File: config.mk
export PLATFORM = sky130hd
export DESIGN_NAME = ps2_mouse_packet_tracker_core
export DESIGN_NICKNAME = d
export VERILOG_FILES = /design/src/rtl/ps2mpt_pkg.sv /design/src/rtl/ps2_mouse_packet_tracker_core.sv
export SDC_FILE = /design/constraint.sdc
export NUM_CORES = 1
export LEC_CHECK = 0
export BUFFER_PORTS_ARGS = -buffer_cell sky130_fd_sc_hd__buf_2
export CAP_MARGIN = 10
export CORE_ASPECT_RATIO = 2
export CORE_MARGIN = 2
export CORE_UTILIZATION = 35
export CTS_CLUSTER_SIZE = 20
export DETAILED_ROUTE_END_ITERATION = 7
export GPL_TIMING_DRIVEN = 0
export HOLD_SLACK_MARGIN = 0.15
export PLACE_DENSITY_LB_ADDON = 0.05
export SETUP_SLACK_MARGIN = 0.2
export SKIP_CTS_REPAIR_TIMING = 1
export SLEW_MARGIN = 10
export SYNTH_ARGS = -nofsm -noshare
export SYNTH_HDL_FRONTEND = slang
export SYNTH_SLANG_ARGS = --single-unit
File: constraint.sdc
create_clock -name i_clk -period 18.6 [get_ports i_clk]
set_clock_uncertainty 0.15 [all_clocks]
set_input_delay 2.79 -clock i_clk [delete_from_list [all_inputs] [get_ports i_clk]]
set_output_delay 2.79 -clock i_clk [all_outputs]
set_load 0.1 [all_outputs]
File: src/rtl/ps2mpt_pkg.sv
// Package for the PS/2 mouse packet tracker: types, register indexes and decode helpers.
package ps2mpt_pkg;

    localparam int unsigned CfgIdxW  = 3;
    localparam int unsigned DeltaW   = 13;
    localparam int unsigned PosW     = 7;
    localparam int unsigned ThrW     = 7;
    localparam int unsigned GainW    = 4;
    localparam int unsigned WheelW   = 8;
    localparam int unsigned OutDataW = 56;

    typedef logic [CfgIdxW-1:0] t_cfg_idx;

    localparam t_cfg_idx CFG_FOUR_BYTE = 3'd0;
    localparam t_cfg_idx CFG_ACCEL_THR = 3'd1;
    localparam t_cfg_idx CFG_ACCEL_GAIN = 3'd2;
    localparam t_cfg_idx CFG_X_LIMIT = 3'd3;
    localparam t_cfg_idx CFG_Y_LIMIT = 3'd4;

    localparam logic [ThrW-1:0]  RST_ACCEL_THR  = 7'd5;
    localparam logic [GainW-1:0] RST_ACCEL_GAIN = 4'd4;
    localparam logic [PosW-1:0]  RST_X_LIMIT    = 7'd80;
    localparam logic [PosW-1:0]  RST_Y_LIMIT    = 7'd24;

    typedef struct packed {
        logic [WheelW-1:0]        wheel_count;
        logic [PosW-1:0]          cursor_y;
        logic [PosW-1:0]          cursor_x;
        logic signed [DeltaW-1:0] move_y;
        logic signed [DeltaW-1:0] move_x;
        logic                     button_five;
        logic                     button_four;
        logic                     middle_button;
        logic                     right_button;
        logic                     left_button;
    } t_result;

    // Multiplies a delta by the gain when its magnitude is above the threshold.
    function automatic logic signed [DeltaW-1:0] accel_delta(
        input logic signed [9:0] d,
        input logic [ThrW-1:0]   thr,
        input logic [GainW-1:0]  gain
    );
        logic signed [9:0]  mag;
        logic signed [14:0] prod;
        mag  = d[9] ? -d : d;
        prod = d * $signed({1'b0, gain});
        if (mag > $signed({3'b000, thr})) begin
            accel_delta = prod[DeltaW-1:0];
        end else begin
            accel_delta = {{(DeltaW-10){d[9]}}, d};
        end
    endfunction

    // Adds a delta to a position at full width, then clamps to 1..limit.
    function automatic logic [PosW-1:0] clamp_pos(
        input logic [PosW-1:0]          pos,
        input logic signed [DeltaW-1:0] d,
        input logic [PosW-1:0]          lim
    );
        logic signed [DeltaW:0] sum;
        logic signed [DeltaW:0] lim_s;
        lim_s = $signed({{(DeltaW+1-PosW){1'b0}}, lim});
        sum   = $signed({{(DeltaW+1-PosW){1'b0}}, pos}) + {d[DeltaW-1], d};
        if (sum > lim_s) begin
            sum = lim_s;
        end
        if (sum < $signed({{DeltaW{1'b0}}, 1'b1})) begin
            sum = $signed({{DeltaW{1'b0}}, 1'b1});
        end
        clamp_pos = sum[PosW-1:0];
    endfunction

endpackage

File: src/rtl/ps2_mouse_packet_tracker_core.sv
// PS/2 mouse packet tracker: packet assembly, delta decode, acceleration and cursor tracking.
//
// Usage: raw mouse bytes enter on the s_axis request channel, one byte per request.
// Three bytes form a packet, or four when the four-byte mode register is set.
// Only the request carrying the final byte of a packet yields a result on the
// m_axis channel; all other bytes are absorbed silently.
// Each byte is first captured in an input register; the decode, acceleration,
// cursor clamp and wheel update are shallow logic that load the result register
// as a finishing byte leaves the input register. One byte per cycle is accepted
// in steady state, as long as no finishing byte is held up by a stalled receiver.
// When the receiver stalls, the result register holds its request; the input
// register keeps absorbing bytes that do not finish a packet, and stalls only
// when a finishing byte would need the still occupied result register.
// Synchronous reset clears the byte position, cursor (0,0), wheel count and
// both valid flags, and restores the register defaults (three-byte mode,
// threshold 5, gain 4, limits 80 by 24). Registers are written through the
// plain write port and must only change while the block is idle.
module ps2_mouse_packet_tracker_core (
    input  logic                               i_clk,
    input  logic                               i_rst_n,
    input  logic                               i_cfg_wr_en,
    input  ps2mpt_pkg::t_cfg_idx               i_cfg_index,
    input  logic [6:0]                         i_cfg_wdata,
    input  logic                               s_axis_tvalid,
    output logic                               s_axis_tready,
    // tdata: data_byte[7:0]
    input  logic [7:0]                         s_axis_tdata,
    output logic                               m_axis_tvalid,
    input  logic                               m_axis_tready,
    // tdata from bit 0 up: left_button, right_button, middle_button, button_four,
    // button_five, move_x[12:0], move_y[12:0], cursor_x[6:0], cursor_y[6:0],
    // wheel_count[7:0], zero fill [55:53]
    output logic [ps2mpt_pkg::OutDataW-1:0]    m_axis_tdata
);
    import ps2mpt_pkg::*;

    // Configuration registers.
    logic             r_four_byte;
    logic [ThrW-1:0]  r_accel_thr;
    logic [GainW-1:0] r_accel_gain;
    logic [PosW-1:0]  r_x_limit;
    logic [PosW-1:0]  r_y_limit;

    // Input register.
    logic       r_in_valid;
    logic [7:0] r_in_byte;

    // Packet state.
    logic [1:0]        r_byte_index;
    logic [1:0]        n_byte_index;
    logic [7:0]        r_pkt_b0;
    logic [7:0]        r_pkt_b1;
    logic [7:0]        r_pkt_b2;
    logic [PosW-1:0]   r_cursor_col;
    logic [PosW-1:0]   r_cursor_row;
    logic [WheelW-1:0] r_wheel_total;

    // Result register.
    logic    r_out_valid;
    t_result r_out;
    t_result n_out;

    logic       last_is_final;
    logic       advance;
    logic       load_out;
    logic [7:0] b2;
    logic [7:0] b3;
    logic signed [8:0] dx_raw;
    logic signed [8:0] dy_raw;
    logic signed [9:0] dx_ext;
    logic signed [9:0] dy_neg;
    logic signed [DeltaW-1:0] dx_acc;
    logic signed [DeltaW-1:0] dy_acc;

    always_ff @(posedge i_clk) begin
        if (!i_rst_n) begin
            r_four_byte  <= 1'b0;
            r_accel_thr  <= RST_ACCEL_THR;
            r_accel_gain <= RST_ACCEL_GAIN;
            r_x_limit    <= RST_X_LIMIT;
            r_y_limit    <= RST_Y_LIMIT;
        end else if (i_cfg_wr_en) begin
            case (i_cfg_index)
                CFG_FOUR_BYTE:  r_four_byte  <= i_cfg_wdata[0];
                CFG_ACCEL_THR:  r_accel_thr  <= i_cfg_wdata;
                CFG_ACCEL_GAIN: r_accel_gain <= i_cfg_wdata[GainW-1:0];
                CFG_X_LIMIT:    r_x_limit    <= i_cfg_wdata;
                CFG_Y_LIMIT:    r_y_limit    <= i_cfg_wdata;
                default: ;
            endcase
        end
    end

    // A packet completes once the position reaches the final slot of the
    // current mode or lies past it, as after a switch back to three bytes.
    assign last_is_final = (r_byte_index >= (r_four_byte ? 2'd3 : 2'd2));

    // The held byte moves on unless it finishes a packet while the result
    // register is still full and not being taken.
    assign advance  = r_in_valid && (!last_is_final || !r_out_valid || m_axis_tready);
    assign load_out = advance && last_is_final;
    assign s_axis_tready = !r_in_valid || advance;

    always_comb begin
        b2 = r_four_byte ? r_pkt_b2 : r_in_byte;
        b3 = r_four_byte ? r_in_byte : 8'h00;

        dx_raw = $signed({r_pkt_b0[4], r_pkt_b1});
        dy_raw = $signed({r_pkt_b0[5], b2});
        dx_ext = {dx_raw[8], dx_raw};
        dy_neg = -$signed({dy_raw[8], dy_raw});

        dx_acc = accel_delta(dx_ext, r_accel_thr, r_accel_gain);
        dy_acc = accel_delta(dy_neg, r_accel_thr, r_accel_gain);

        n_out.left_button   = r_pkt_b0[0];
        n_out.right_button  = r_pkt_b0[1];
        n_out.middle_button = r_pkt_b0[2];
        n_out.button_four   = b3[4];
        n_out.button_five   = b3[5];
        n_out.move_x        = dx_acc;
        n_out.move_y        = dy_acc;
        n_out.cursor_x      = clamp_pos(r_cursor_col, dx_acc, r_x_limit);
        n_out.cursor_y      = clamp_pos(r_cursor_row, dy_acc, r_y_limit);
        n_out.wheel_count   = r_wheel_total + {{(WheelW-4){b3[3]}}, b3[3:0]};

        n_byte_index = last_is_final ? 2'd0 : r_byte_index + 2'd1;
    end

    always_ff @(posedge i_clk) begin
        if (!i_rst_n) begin
            r_in_valid    <= 1'b0;
            r_byte_index  <= 2'd0;
            r_cursor_col  <= '0;
            r_cursor_row  <= '0;
            r_wheel_total <= '0;
            r_out_valid   <= 1'b0;
        end else begin
            if (s_axis_tready) begin
                r_in_valid <= s_axis_tvalid;
            end
            if (advance) begin
                r_byte_index <= n_byte_index;
            end
            if (load_out) begin
                r_cursor_col  <= n_out.cursor_x;
                r_cursor_row  <= n_out.cursor_y;
                r_wheel_total <= n_out.wheel_count;
                r_out_valid   <= 1'b1;
            end else if (m_axis_tready) begin
                r_out_valid <= 1'b0;
            end
        end
    end

    // Payload registers carry no reset.
    always_ff @(posedge i_clk) begin
        if (s_axis_tready && s_axis_tvalid) begin
            r_in_byte <= s_axis_tdata;
        end
        if (advance && !last_is_final) begin
            case (r_byte_index)
                2'd0:    r_pkt_b0 <= r_in_byte;
                2'd1:    r_pkt_b1 <= r_in_byte;
                default: r_pkt_b2 <= r_in_byte;
            endcase
        end
        if (load_out) begin
            r_out <= n_out;
        end
    end

    assign m_axis_tvalid = r_out_valid;
    assign m_axis_tdata  = {{(OutDataW-$bits(t_result)){1'b0}}, r_out};

    // A completed packet always returns the byte position to the start.
    a_index_restart: assert property (@(posedge i_clk) disable iff (!i_rst_n)
        load_out |=> (r_byte_index == 2'd0))
        else $error("byte position not cleared after a packet");

    // Packets are at least three bytes long, so results never load twice in a row.
    a_no_back_to_back_load: assert property (@(posedge i_clk) disable iff (!i_rst_n)
        load_out |=> !load_out)
        else $error("result register loaded on consecutive cycles");

    // The lower clamp keeps a delivered cursor off zero.
    a_cursor_nonzero: assert property (@(posedge i_clk) disable iff (!i_rst_n)
        r_out_valid |-> ((r_out.cursor_x != '0) && (r_out.cursor_y != '0)))
        else $error("cursor result below one");

    // Three-byte packets carry no extra buttons.
    a_three_byte_buttons: assert property (@(posedge i_clk) disable iff (!i_rst_n)
        (r_out_valid && !r_four_byte) |-> (!r_out.button_four && !r_out.button_five))
        else $error("extra buttons set in three-byte mode");

    // A stalled finishing byte keeps the input side closed.
    a_stall_blocks_input: assert property (@(posedge i_clk) disable iff (!i_rst_n)
        (r_in_valid && last_is_final && r_out_valid && !m_axis_tready) |-> !s_axis_tready)
        else $error("input accepted while finishing byte is stalled");

endmodule

==> flow_summary.json <==
{
  "via_per_inst": 5.03,
  "p_leak_uw": 0.00501,
  "r2r_slack_ns": 9.12,
  "yosys_warnings": 0,
  "synth_top_area_share_pct": 24.1,
  "synth_area_leaders": "edfxtp_1 24%, ha_1 12%, dfxtp_1 10%, fa_1 7.6%, inv_1 4.9%",
  "die_y_um": 246,
  "yosysMostFrequentCell": "inv_1",
  "syn_area_per_cell_um2": 9.55,
  "clkPwrFrac_pct": 40.4,
  "clk-insertion-delay-late_ns": 0.43,
  "drt_iter0_drc": 253,
  "cts_buffer_depth": 2,
  "post_drt_wl_per_cell_um": 18.6,
  "start_kind": "flip-flop",
  "cp.arrival_ns": 9.50,
  "slowest_delay_ns": 0.65,
  "startpoint": "r_four_byte",
  "path_class": "reg -> reg",
  "synth-seq-cells": 134,
  "maxSlewViolCount": 0,
  "finalSetupViolCount": 0,
  "synth_compound_area_share_pct": 14.1,
  "maxCapViolCount": 0,
  "fin_nets": 1331,
  "gr-total-overflow": 0,
  "async_reset_ff_share_pct": 0,
  "ant_nets": 0,
  "synth_cell_type_count": 73,
  "ir_worst_vdd_uv": 60.5,
  "num_rows": 88,
  "whs_ns": 0.280,
  "grt_pass1_wl_um": 44900,
  "hold_start": "r_pkt_b0[1]",
  "r2r_end": "m_axis_tdata[43]",
  "period_share_pct": 51.0,
  "internal_power_uw": 617,
  "cts_root_buf": "clkbuf_16",
  "num_antenna_cells": 0,
  "drtPass1Iterations": 4,
  "r2r_cells": 31,
  "clkSlewWorstSetupHoldPaths_ns": 0.06,
  "min_path_cells": 0,
  "cts_buffers": 17,
  "drive_gt1_share_pct": 13.0,
  "gp_congestion": 0.843,
  "grt_max_degree": 43,
  "critPathRequiredTime_ns": 18.62,
  "core_region_area_um2": 28700,
  "tritoncts": "built",
  "clock_sinks": 134,
  "muxShareOfSynthArea_pct": 3.48,
  "grt_pass1_vias": 8154,
  "drc": 0,
  "final_core_util_pct": 40.7,
  "vias": 7745,
  "swShare_pct": 30.3,
  "synth-simple-area-share_pct": 15.7,
  "pwr-share-comb_pct": 22.1,
  "slew_headroom_pct": 17.9,
  "post-dp-hpwl_um": 23500,
  "pre_cts_slack_ns": 8.86,
  "antenna_found_initial": 0,
  "ios": 81,
  "hold_viol_final": 0,
  "synthAdderAreaFrac_pct": 20.0,
  "synth_ff_type": "edfxtp_1",
  "wirelength_um": 28600,
  "die_w_um": 125,
  "dieArea_um2": 30600,
  "ctsHtreeMaxLevel": 4,
  "hold_end": "m_axis_tdata[1]",
  "synth_xor_area_share_pct": 5.81,
  "cp-end-kind": "flip-flop",
  "synthCells": 1069,
  "worst_pin_slew_ns": 1.22,
  "syn_to_final_growth_pct": 14.6,
  "status": "completed",
  "synth_top_family_by_area": "adder cells",
  "port_buffers": 77,
  "track_usage_pct": 19.3,
  "rsz0062_at_grt": "no",
  "cp_max_fo": 10,
  "synth_edf_count": 82,
  "max_freq_mhz": 105,
  "yosys.area.top_type": "edfxtp_1",
  "netlist_area_um2": 10200,
  "setup_tns_ns": 0,
  "seq_area_frac_synth_pct": 34.3,
  "start_util_pct": 35.5,
  "period_minus_slack_ns": 9.48,
  "r2r_start": "r_four_byte",
  "cp_slowest_cell": "o21ai_0",
  "setup_ws_ns": 9.12,
  "netlist_top_cells_count": "132 x inv_1, 108 x nand2_1, 101 x ha_1, 82 x edfxtp_1, 61 x and2_1",
  "hold_class": "reg -> reg",
  "seqPwrFrac_pct": 37.5,
  "p_sw_uw": 268,
  "powerDensity_nw_per_um2": 75.6
}
[kinds of logic (layout without fill, tap and decap cells)]
kind of cell / Yosys count / count (layout)
simple gates: 317 / 317
xor+xnor: 66 / 66
mux: 33 / 33
other cells: 1 / 3
fa+ha+maj: 140 / 140
compound gates: 212 / 212
buf+inv: 166 / 276
flops: 134 / 134
[placed cells by master (no fill, tap or decap), types with 5 or more instances in the layout]
| cell type | count |
|---|---|
| fa_1 | 39 |
| clkbuf_16 | 17 |
| nor3_1 | 12 |
| a211oi_1 | 5 |
| a21o_1 | 13 |
| xor2_1 | 27 |
| a31oi_1 | 6 |
| xnor2_1 | 37 |
| dfxtp_1 | 52 |
| edfxtp_1 | 82 |
| buf_2 | 78 |
| mux2i_1 | 20 |
| and2_1 | 61 |
| o21bai_1 | 12 |
| inv_1 | 132 |
| o21a_1 | 13 |
| o211ai_1 | 5 |
| and3_1 | 6 |
| nand3_1 | 19 |
| a21oi_1 | 48 |
| mux2_2 | 10 |
| clkbuf_1 | 25 |
| o21ai_0 | 41 |
| a22o_1 | 6 |
| nor2b_1 | 18 |
| ha_1 | 101 |
| nand2b_1 | 10 |
| nand2_1 | 108 |
| a21boi_0 | 23 |
| nor2_1 | 48 |
[sequential cells by signal, indices dropped and copies added, names as in the netlist]
name           count
r_in_valid         1
r_in_byte          8
r_x_limit          7
r_y_limit          7
m_axis_tdata      53
r_pkt_b2           8
r_cursor_col       7
r_accel_gain       4
r_pkt_b0           5
r_pkt_b1           8
r_accel_thr        7
r_four_byte        1
r_wheel_total      8
m_axis_tvalid      1
r_cursor_row       7
r_byte_index       2
[through the flow]
step                std cells  power (uW)  area (um^2)
finish                   1541         884        11700
CTS                      1541         898        11700
global placement         1508         535        11100
detailed placement       1509         535        11100
global route             1541         930        11700
floorplan                1071         475        10200
[per-layer routing]
layer / track usage (%) / routed length (um)
met1: 18.2 / 9980
met3: 2.72 / 616
met5: 0 / 0
met4: 9.68 / 1130
met2: 39.4 / 16900
[worst max-delay path by stage]
stage	endpoint	slack, ns
2_1_floorplan	m_axis_tdata[38]	11.70
3_5_place_dp	m_axis_tdata[43]	8.86
3_3_place_gp	m_axis_tdata[43]	8.85
5_1_grt	m_axis_tdata[43]	8.39
4_1_cts	m_axis_tdata[43]	8.77
6_report	m_axis_tdata[43]	9.12
[critical path, delay by kind of cell, from the launching register on]
family	cells	cell delay (ns)
AO/OA/AOI/OAI	12	3.14
XOR/XNOR	2	0.49
adder cells (fa/ha/maj)	4	1.43
buffers and inverters	4	0.78
flip-flops	1	0.57
multiplexers	3	1.24
AND/OR/NAND/NOR	6	1.43
[power groups by stage]
stage	Sequential (uW)	Combinational [uW]	Clock [uW]
4_1_cts	332	199	368
3_5_place_dp	338	197	0
6_report	332	195	358
2_1_floorplan	341	134	0
5_1_grt	332	219	379
3_3_place_gp	338	197	0
[area by class of cell]
class	count	area, um^2
multi-input combinational	771	6050
sequential	134	3500
buffer	34	170
tap	360	450
inverter	132	495
clock buffer	20	457
timing repair buffer	78	413
fill	2926	17000
clock inverter	12	164
Note: power is estimated with default switching activity, not from simulation.
